### src/design/cct_pkg.sv
// ----------------------------------------------------------------------------
// Capture/compare timer package
// Shared codes, register offsets, bit positions and word types.
// ----------------------------------------------------------------------------
package cct_pkg;

  // Item kinds carried in tuser.
  localparam logic [1:0] ACT_TICK  = 2'd0;
  localparam logic [1:0] ACT_READ  = 2'd1;
  localparam logic [1:0] ACT_WRITE = 2'd2;
  localparam logic [1:0] ACT_PIN   = 2'd3;

  // Register offsets.
  localparam logic [2:0] OFS_STATUS = 3'd0;
  localparam logic [2:0] OFS_CNT_HI = 3'd1;
  localparam logic [2:0] OFS_CNT_LO = 3'd2;
  localparam logic [2:0] OFS_CMP_HI = 3'd3;
  localparam logic [2:0] OFS_CMP_LO = 3'd4;
  localparam logic [2:0] OFS_CAP_HI = 3'd5;
  localparam logic [2:0] OFS_CAP_LO = 3'd6;

  // Flag bit positions in status and pending flags.
  localparam int FLG_TOF = 0;
  localparam int FLG_OCF = 1;
  localparam int FLG_ICF = 2;

  // Control bit positions.
  localparam int CTL_OLVL = 0;
  localparam int CTL_IEDG = 1;
  localparam int CTL_ETOI = 2;
  localparam int CTL_EOCI = 3;
  localparam int CTL_EICI = 4;

  // Interrupt source codes.
  localparam logic [1:0] SRC_CAPTURE  = 2'd0;
  localparam logic [1:0] SRC_COMPARE  = 2'd1;
  localparam logic [1:0] SRC_OVERFLOW = 2'd2;
  localparam logic [1:0] SRC_NONE     = 2'd3;

  localparam logic [15:0] PRESET_COUNT = 16'hfff8;
  localparam logic [15:0] TOP_COUNT    = 16'hffff;
  localparam logic [15:0] CMP_RESET    = 16'hffff;

  typedef struct packed {
    logic [1:0] action;
    logic [7:0] tick_cycles;
    logic [2:0] reg_offset;
    logic [7:0] write_data;
    logic       pin_level;
  } item_t;

  typedef struct packed {
    logic [7:0] read_data;
    logic       timer_irq;
    logic [1:0] irq_source;
    logic       compare_pin;
    logic       compare_event;
  } result_t;

endpackage

### src/design/cct_core.sv
// ----------------------------------------------------------------------------
// Capture/compare timer core
// Timer state registers and the single-pass update for one word.
// ----------------------------------------------------------------------------
module cct_core (
  input  logic            clk,
  input  logic            rst_n,
  input  logic            step,
  input  cct_pkg::item_t  item,
  output cct_pkg::result_t result
);

  logic [15:0] counter_r,   counter_nxt;
  logic [15:0] cmp_val_r,   cmp_val_nxt;
  logic [15:0] cap_val_r,   cap_val_nxt;
  logic [4:0]  ctrl_r,      ctrl_nxt;
  logic [2:0]  status_r,    status_nxt;
  logic [2:0]  pending_r,   pending_nxt;
  logic [7:0]  cnt_hi_r,    cnt_hi_nxt;
  logic        cmp_due_r,   cmp_due_nxt;
  logic        ovf_due_r,   ovf_due_nxt;
  logic        pin_last_r,  pin_last_nxt;
  logic        cmp_pin_r,   cmp_pin_nxt;

  logic [16:0] sum;
  logic        wrapped;
  logic        cmp_ge;
  logic        ovf_ge;
  logic        cmp_fire;
  logic        ovf_fire;
  logic [7:0]  rd;
  logic        ici, oci, toi;

  assign sum     = {1'b0, counter_r} + {9'd0, item.tick_cycles};
  assign wrapped = sum[16];
  assign cmp_ge  = sum[15:0] >= cmp_val_r;
  assign ovf_ge  = sum[15:0] == cct_pkg::TOP_COUNT;

  // An event waiting for the next lap fires on a wrap only once the counter
  // gets to its point again; one waiting in this lap fires on any wrap.
  assign cmp_fire = wrapped ? (!cmp_due_r || cmp_ge) : (!cmp_due_r && cmp_ge);
  assign ovf_fire = wrapped ? (!ovf_due_r || ovf_ge) : (!ovf_due_r && ovf_ge);

  always_comb begin
    counter_nxt  = counter_r;
    cmp_val_nxt  = cmp_val_r;
    cap_val_nxt  = cap_val_r;
    ctrl_nxt     = ctrl_r;
    status_nxt   = status_r;
    pending_nxt  = pending_r;
    cnt_hi_nxt   = cnt_hi_r;
    cmp_due_nxt  = cmp_due_r;
    ovf_due_nxt  = ovf_due_r;
    pin_last_nxt = pin_last_r;
    cmp_pin_nxt  = cmp_pin_r;
    rd           = 8'd0;

    case (item.action)
      cct_pkg::ACT_TICK: begin
        counter_nxt = sum[15:0];
        cmp_due_nxt = (cmp_due_r == wrapped) ? cmp_ge : cmp_due_r;
        ovf_due_nxt = (ovf_due_r == wrapped) ? ovf_ge : ovf_due_r;
        if (cmp_fire) begin
          status_nxt[cct_pkg::FLG_OCF]  = 1'b1;
          pending_nxt[cct_pkg::FLG_OCF] = 1'b1;
          cmp_pin_nxt = ctrl_r[cct_pkg::CTL_OLVL];
        end
        if (ovf_fire) begin
          status_nxt[cct_pkg::FLG_TOF]  = 1'b1;
          pending_nxt[cct_pkg::FLG_TOF] = 1'b1;
        end
      end
      cct_pkg::ACT_READ: begin
        case (item.reg_offset)
          cct_pkg::OFS_STATUS: begin
            pending_nxt = 3'd0;
            rd = {status_r, ctrl_r};
          end
          cct_pkg::OFS_CNT_HI: begin
            if (!pending_r[cct_pkg::FLG_TOF]) status_nxt[cct_pkg::FLG_TOF] = 1'b0;
            rd = counter_r[15:8];
          end
          cct_pkg::OFS_CNT_LO: rd = counter_r[7:0];
          cct_pkg::OFS_CMP_HI: rd = cmp_val_r[15:8];
          cct_pkg::OFS_CMP_LO: rd = cmp_val_r[7:0];
          cct_pkg::OFS_CAP_HI: begin
            if (!pending_r[cct_pkg::FLG_ICF]) status_nxt[cct_pkg::FLG_ICF] = 1'b0;
            rd = cap_val_r[15:8];
          end
          cct_pkg::OFS_CAP_LO: rd = cap_val_r[7:0];
          default:             rd = 8'd0;
        endcase
      end
      cct_pkg::ACT_WRITE: begin
        case (item.reg_offset)
          cct_pkg::OFS_STATUS: begin
            ctrl_nxt    = item.write_data[4:0];
            pending_nxt = pending_r & status_r;
          end
          cct_pkg::OFS_CNT_HI: begin
            cnt_hi_nxt  = item.write_data;
            counter_nxt = cct_pkg::PRESET_COUNT;
            ovf_due_nxt = 1'b0;
            cmp_due_nxt = !(cmp_val_r >= cct_pkg::PRESET_COUNT);
          end
          cct_pkg::OFS_CNT_LO: begin
            counter_nxt = {cnt_hi_r, item.write_data};
            ovf_due_nxt = 1'b0;
            cmp_due_nxt = !(cmp_val_r >= {cnt_hi_r, item.write_data});
          end
          cct_pkg::OFS_CMP_HI: begin
            if (!pending_r[cct_pkg::FLG_OCF]) status_nxt[cct_pkg::FLG_OCF] = 1'b0;
            if (cmp_val_r[15:8] != item.write_data) begin
              cmp_val_nxt = {item.write_data, cmp_val_r[7:0]};
              cmp_due_nxt = !({item.write_data, cmp_val_r[7:0]} >= counter_r);
            end
          end
          cct_pkg::OFS_CMP_LO: begin
            if (!pending_r[cct_pkg::FLG_OCF]) status_nxt[cct_pkg::FLG_OCF] = 1'b0;
            if (cmp_val_r[7:0] != item.write_data) begin
              cmp_val_nxt = {cmp_val_r[15:8], item.write_data};
              cmp_due_nxt = !({cmp_val_r[15:8], item.write_data} >= counter_r);
            end
          end
          default: ;
        endcase
      end
      default: begin
        // Capture pin change: only a real level change on the selected edge
        // latches the counter.
        if (item.pin_level != pin_last_r) begin
          pin_last_nxt = item.pin_level;
          if (item.pin_level == ctrl_r[cct_pkg::CTL_IEDG]) begin
            status_nxt[cct_pkg::FLG_ICF]  = 1'b1;
            pending_nxt[cct_pkg::FLG_ICF] = 1'b1;
            cap_val_nxt = counter_r;
          end
        end
      end
    endcase
  end

  // Interrupt view uses the state after this word's update.
  assign ici = ctrl_nxt[cct_pkg::CTL_EICI] && status_nxt[cct_pkg::FLG_ICF];
  assign oci = ctrl_nxt[cct_pkg::CTL_EOCI] && status_nxt[cct_pkg::FLG_OCF];
  assign toi = ctrl_nxt[cct_pkg::CTL_ETOI] && status_nxt[cct_pkg::FLG_TOF];

  always_comb begin
    result.read_data     = rd;
    result.timer_irq     = ici || oci || toi;
    result.irq_source    = ici ? cct_pkg::SRC_CAPTURE  :
                           oci ? cct_pkg::SRC_COMPARE  :
                           toi ? cct_pkg::SRC_OVERFLOW : cct_pkg::SRC_NONE;
    result.compare_pin   = cmp_pin_nxt;
    result.compare_event = (item.action == cct_pkg::ACT_TICK) && cmp_fire;
  end

  always_ff @(posedge clk) begin
    if (!rst_n) begin
      counter_r  <= 16'd0;
      cmp_val_r  <= cct_pkg::CMP_RESET;
      cap_val_r  <= 16'd0;
      ctrl_r     <= 5'd0;
      status_r   <= 3'd0;
      pending_r  <= 3'd0;
      cnt_hi_r   <= 8'd0;
      cmp_due_r  <= 1'b0;
      ovf_due_r  <= 1'b0;
      pin_last_r <= 1'b0;
      cmp_pin_r  <= 1'b0;
    end else if (step) begin
      counter_r  <= counter_nxt;
      cmp_val_r  <= cmp_val_nxt;
      cap_val_r  <= cap_val_nxt;
      ctrl_r     <= ctrl_nxt;
      status_r   <= status_nxt;
      pending_r  <= pending_nxt;
      cnt_hi_r   <= cnt_hi_nxt;
      cmp_due_r  <= cmp_due_nxt;
      ovf_due_r  <= ovf_due_nxt;
      pin_last_r <= pin_last_nxt;
      cmp_pin_r  <= cmp_pin_nxt;
    end
  end

endmodule

### src/design/capture_compare_timer_16bit_unit.sv
// ----------------------------------------------------------------------------
// 16-bit capture/compare timer
// Free-running counter with input capture, output compare and overflow flags.
// ----------------------------------------------------------------------------
// The timer takes one word per clock while no result is stalled: a tick, a
// register read, a register write or a capture-pin change, chosen by in_tuser.
// An accepted word waits in the input register until the output register is
// free, is then processed by the core and its result registered onto the out_
// channel; while a result is stalled the input register takes at most one more
// word and then holds in_tready low until the result is taken. The rate is set
// by the core's single pass of 16-bit counter add and compare-value compare.
module capture_compare_timer_16bit_unit (
  input  logic        clk,
  input  logic        rst_n,
  input  logic        in_tvalid,
  output logic        in_tready,
  // [7:0] tick_cycles, [10:8] reg_offset, [18:11] write_data, [19] pin_level
  input  logic [23:0] in_tdata,
  // [1:0] action
  input  logic [1:0]  in_tuser,
  output logic        out_tvalid,
  input  logic        out_tready,
  // [7:0] read_data, [8] timer_irq, [10:9] irq_source, [11] compare_pin,
  // [12] compare_event
  output logic [15:0] out_tdata
);

  logic             in_valid_r;
  cct_pkg::item_t   item_r;
  logic             out_valid_r;
  cct_pkg::result_t res_r;
  cct_pkg::result_t res;
  logic             advance;

  assign advance   = in_valid_r && (!out_valid_r || out_tready);
  assign in_tready = !in_valid_r || advance;

  always_ff @(posedge clk) begin
    if (!rst_n) begin
      in_valid_r <= 1'b0;
    end else if (in_tready) begin
      in_valid_r <= in_tvalid;
    end
  end

  always_ff @(posedge clk) begin
    if (in_tready && in_tvalid) begin
      item_r.action      <= in_tuser;
      item_r.tick_cycles <= in_tdata[7:0];
      item_r.reg_offset  <= in_tdata[10:8];
      item_r.write_data  <= in_tdata[18:11];
      item_r.pin_level   <= in_tdata[19];
    end
  end

  cct_core u_core (
    .clk    (clk),
    .rst_n  (rst_n),
    .step   (advance),
    .item   (item_r),
    .result (res)
  );

  always_ff @(posedge clk) begin
    if (!rst_n) begin
      out_valid_r <= 1'b0;
    end else if (advance) begin
      out_valid_r <= 1'b1;
    end else if (out_tready) begin
      out_valid_r <= 1'b0;
    end
  end

  always_ff @(posedge clk) begin
    if (advance) begin
      res_r <= res;
    end
  end

  assign out_tvalid = out_valid_r;
  assign out_tdata  = {3'd0, res_r.compare_event, res_r.compare_pin,
                       res_r.irq_source, res_r.timer_irq, res_r.read_data};

endmodule

### config.mk
export PLATFORM = sky130hd
export DESIGN_NAME = capture_compare_timer_16bit_unit
export DESIGN_NICKNAME = d
export VERILOG_FILES = /design/src/design/cct_pkg.sv /design/src/design/cct_core.sv /design/src/design/capture_compare_timer_16bit_unit.sv
export SDC_FILE = /design/constraint.sdc
export NUM_CORES = 1
export LEC_CHECK = 0
export CORE_ASPECT_RATIO = 0.7
export CORE_MARGIN = 1
export CORE_UTILIZATION = 40
export CTS_CLUSTER_DIAMETER = 30
export DETAILED_ROUTE_END_ITERATION = 10
export DONT_BUFFER_PORTS = 1
export GPL_TIMING_DRIVEN = 0
export PLACE_DENSITY_LB_ADDON = 0.1
export SYNTH_ARGS = -nofsm -noshare
export SYNTH_HDL_FRONTEND = slang
export SYNTH_SLANG_ARGS = --single-unit
### constraint.sdc
create_clock -name clk -period 6.04 [get_ports clk]
set_input_delay 0.906 -clock clk [delete_from_list [all_inputs] [get_ports clk]]
set_output_delay 0.906 -clock clk [all_outputs]
set_load 0.05 [all_outputs]
==> flow_summary_export.csv <==
group,metric,value,unit
cts,cts-htree-levels,3,
worst_setup_path,cp.required,6160,ps
drt,drt_wl_total,25.94,mm
worst_setup_path,path_cells,"ha_1 > fa_1 > a211oi_2 > o21ai_2 > a31oi_2 > xnor2_1 > ha_1 > a21o_1 > a21o_1 > a211oi_1 > o21ai_0 > a221oi_2 > maj3_2 > nor2b_4 > mux2_1",
grt,use_met3,0.08117,
cts,tritoncts,"yes",
grt,antenna_found_initial,0,
grt,grtUsageMet1,0.4042,
worst_setup_path,cp_slowest_cell,"a221oi_2",
cts,cts_root_buf,"clkbuf_16",
synth,synth_area,7281,µm²
sta,post-route-period-util,0.7798,
grt,grt_max_degree,23,
worst_setup_path,arrival,4830,ps
run_status,status,"completed",
sta,finalCriticalPeriod,4710,ps
synth,syn_inst,819,
placement,port_buffers,0,
floorplan,fp.coreArea,17470,µm²
cts,insertion_delay,370,ps
worst_setup_path,r2r_setup_slack,1330,ps
sta,whs,461.0,ps
layout,n_antenna_cell,0,
grt,grt_use_total,0.2843,
drt,vias,6547,
sta,setup_viol,0,
worst_setup_path,crit_type,"reg -> reg",
worst_setup_path,cp-end-kind,"flop",
synth,syn_area_per_cell,8.890,µm²
synth,synth_area_leader_cell,"dfxtp_1",
drt,firstDrtPassIters,5,
layout,final_common_cell,"ha_1",
grt,grt_pass1_vias,6216,
cts,clk_pin_slew,80,ps
synth,yosys.area.top_type_share,0.2007,
cts,post_cts_buffers,0,
min_path,hold-path-endpoint,"u_core.cmp_pin_r$_SDFFE_PN0P_",
layout,multi_input_area,4380,µm²
min_path,min_path_type,"reg -> reg",
drt,dr.first_iter.drc_count,811,
synth,synth.distinct_cells,76,
sta,fin_skew,12.81,ps
grt,met2_usage,0.4102,
synth,synth_edf_count,35,
floorplan,io_pins,48,
cts,cts_max_path_buffers,2,
floorplan,die_y,114.9,µm
synth,synth_seq_cells,108,
synth,yosysWarnings,0,
grt,top_usage_layer,"met2",
worst_setup_path,r2r_start,"u_core.counter_r[0]$_SDFFE_PN0P_",
layout,fin_nets,940,
worst_setup_path,r2r-end,"out_tdata[11]$_DFFE_PP_",
synth,async_flop_share,0,
layout,fill_cells,1717,
drt,antenna_left,0,
placement,dpl.hpwl,20.08,mm
pwr,peakVddDrop,0.0001130,V
cts,clkSinkCount,108,
layout,seqCellArea,2512,µm²
layout,drive_gt1_frac,0.05854,
drt,routedWlPerCell,24.29,µm
layout,syn_to_final_growth,7.974,%
placement,post-place-ws,1365,ps
drt,drc,0,
sta,fmaxAchievable,212.3,MHz
pwr,powerDensity,205.5,nW/µm²
cts,cts.repair.resized,0,
worst_setup_path,path_max_fanout,6,
sta,relSlewSlack,0.1656,
layout,final_cell_mix,"77 x ha_1, 73 x dfxtp_1, 71 x nand2_1",
worst_setup_path,startpoint_type,"flop",
sta,hold_viol,0,
floorplan,rows,40,
grt,grt_pass1_wl,38.62,mm
worst_setup_path,rr_worst_depth,15,
sta,worst_slack,1330,ps
floorplan,initial_utilization,0.4168,
placement,place.gp.congestion,0.9705,
min_path,hold_start,"u_core.cmp_pin_r$_SDFFE_PN0P_",
sta,setup_tns,0,ps
run,cap_violations,0,
drt,viasPerCell,6.130,
sta,worst_slew_pin_slew,1252,ps
floorplan,die_w,163.3,µm
pwr,p_leak,2.984,nW
worst_setup_path,max_stage_delay,500,ps
sta,rsz0062_at_grt,"no",
sta,slew_violations,0,
grt,grt-ovfl-total,0,
synth,synth_area_leaders,"dfxtp_1 20%, edfxtp_1 14%, ha_1 13%",
floorplan,die-area,18750,µm²
synth,synthFlopType,"dfxtp_1",
synth,seq_area_frac_synth,0.3451,
cts,numCtsBuffers,9,
cts,postCtsHoldBufs,0,
min_path,hold_depth,2,
[layer usage]
| layer | vias to the layer above | part of all wire |
|---|---|---|
| li1 | 3012 | - |
| met1 | 3194 | 0.47 |
| met2 | 299 | 0.41 |
| met3 | 42 | 0.097 |
| met4 | 0 | 0.027 |
| met5 | - | 0 |
[synthesized netlist by cell type (all sizes together), types with 6 or more instances]
master   n
a211oi  13
a21boi  16
a21o    17
a21oi   50
a22oi    6
a31oi    7
buf     12
clkbuf  33
dfxtp   73
edfxtp  35
ha      77
inv     54
mux2i   15
nand2   72
nand2b  12
nand3   25
nand4   16
nor2    62
nor2b   37
nor3     7
nor4     8
o211a    7
o211ai  27
o21a     7
o21ai   35
o221ai   8
xnor2   16
[worst max-delay path by stage]
stage                                           startpoint                       to  cells past startpoint
final                     u_core.counter_r[0]$_SDFFE_PN0P_  out_tdata[11]$_DFFE_PP_                     15
after global routing      u_core.counter_r[0]$_SDFFE_PN0P_  out_tdata[11]$_DFFE_PP_                     15
after CTS                 u_core.counter_r[0]$_SDFFE_PN0P_  out_tdata[11]$_DFFE_PP_                     15
after detailed placement  u_core.counter_r[0]$_SDFFE_PN0P_  out_tdata[11]$_DFFE_PP_                     15
after global placement    u_core.counter_r[0]$_SDFFE_PN0P_  out_tdata[11]$_DFFE_PP_                     15
after floorplan                       item_r[12]$_DFFE_PP_  out_tdata[11]$_DFFE_PP_                     14
[state kept, by name, summed over array words and instances, names as in the netlist, 3 cells and up]
| register | count |
|---|---|
| u_core.pending_r | 3 |
| u_core.ctrl_r | 5 |
| u_core.cap_val_r | 16 |
| u_core.cnt_hi_r | 8 |
| u_core.counter_r | 16 |
| u_core.cmp_val_r | 16 |
| out_tdata | 13 |
| u_core.status_r | 3 |
| item_r | 22 |
[critical path, delay by kind of cell, from the launching register on]
kind | cells | cell delay, ps
adder cells (fa/ha/maj) | 4 | 1370
AND/OR/NAND/NOR | 1 | 60
multiplexers | 1 | 300
XOR/XNOR | 1 | 120
flip-flops | 1 | 450
AO/OA/AOI/OAI | 8 | 2160
[cell families (layout without fill, tap and decap cells)]
| logic type | Yosys count | count (layout) | share of synthesized area |
|---|---|---|---|
| multiplexers | 21 | 21 | 0.03454 |
| XOR/XNOR | 19 | 19 | 0.02286 |
| AND/OR/NAND/NOR | 264 | 264 | 0.1816 |
| adder cells (fa/ha/maj) | 79 | 79 | 0.1366 |
| AO/OA/AOI/OAI | 227 | 227 | 0.2244 |
| buffers and inverters | 100 | 116 | 0.05430 |
| other | 1 | 3 | 0.0005151 |
| flip-flops | 108 | 108 | 0.3451 |
[where the power goes]
part	switching (mW)	internal, mW	total (mW)
clock network	0.313	0.287	0.600
logic	0.133	0.0696	0.203
registers	0.0431	0.769	0.813
total	0.489	1.13	1.62
[stage by stage]
step | total power, mW | cell area (µm²) | utilization | instances
2_1_floorplan | 0.9557 | 7288 | - | 821
3_3_place_gp | 1.022 | 7577 | 0.4338 | 1052
3_5_place_dp | 1.026 | 7577 | 0.4338 | 1052
4_1_cts | 1.616 | 7861 | 0.4501 | 1068
5_1_grt | 1.665 | 7861 | 0.4501 | 1068
6_report | 1.616 | 7861 | 0.4501 | 1068
[area by class of cell]
type,count,area share
Clock inverter,7,0.007481
Buffer,45,0.02403
Tap cell,231,0.03677
Inverter,55,0.02626
Clock buffer,9,0.02865
Multi-Input combinational cell,613,0.5572
Sequential cell,108,0.3196
Power figures use the tool's default switching activity.
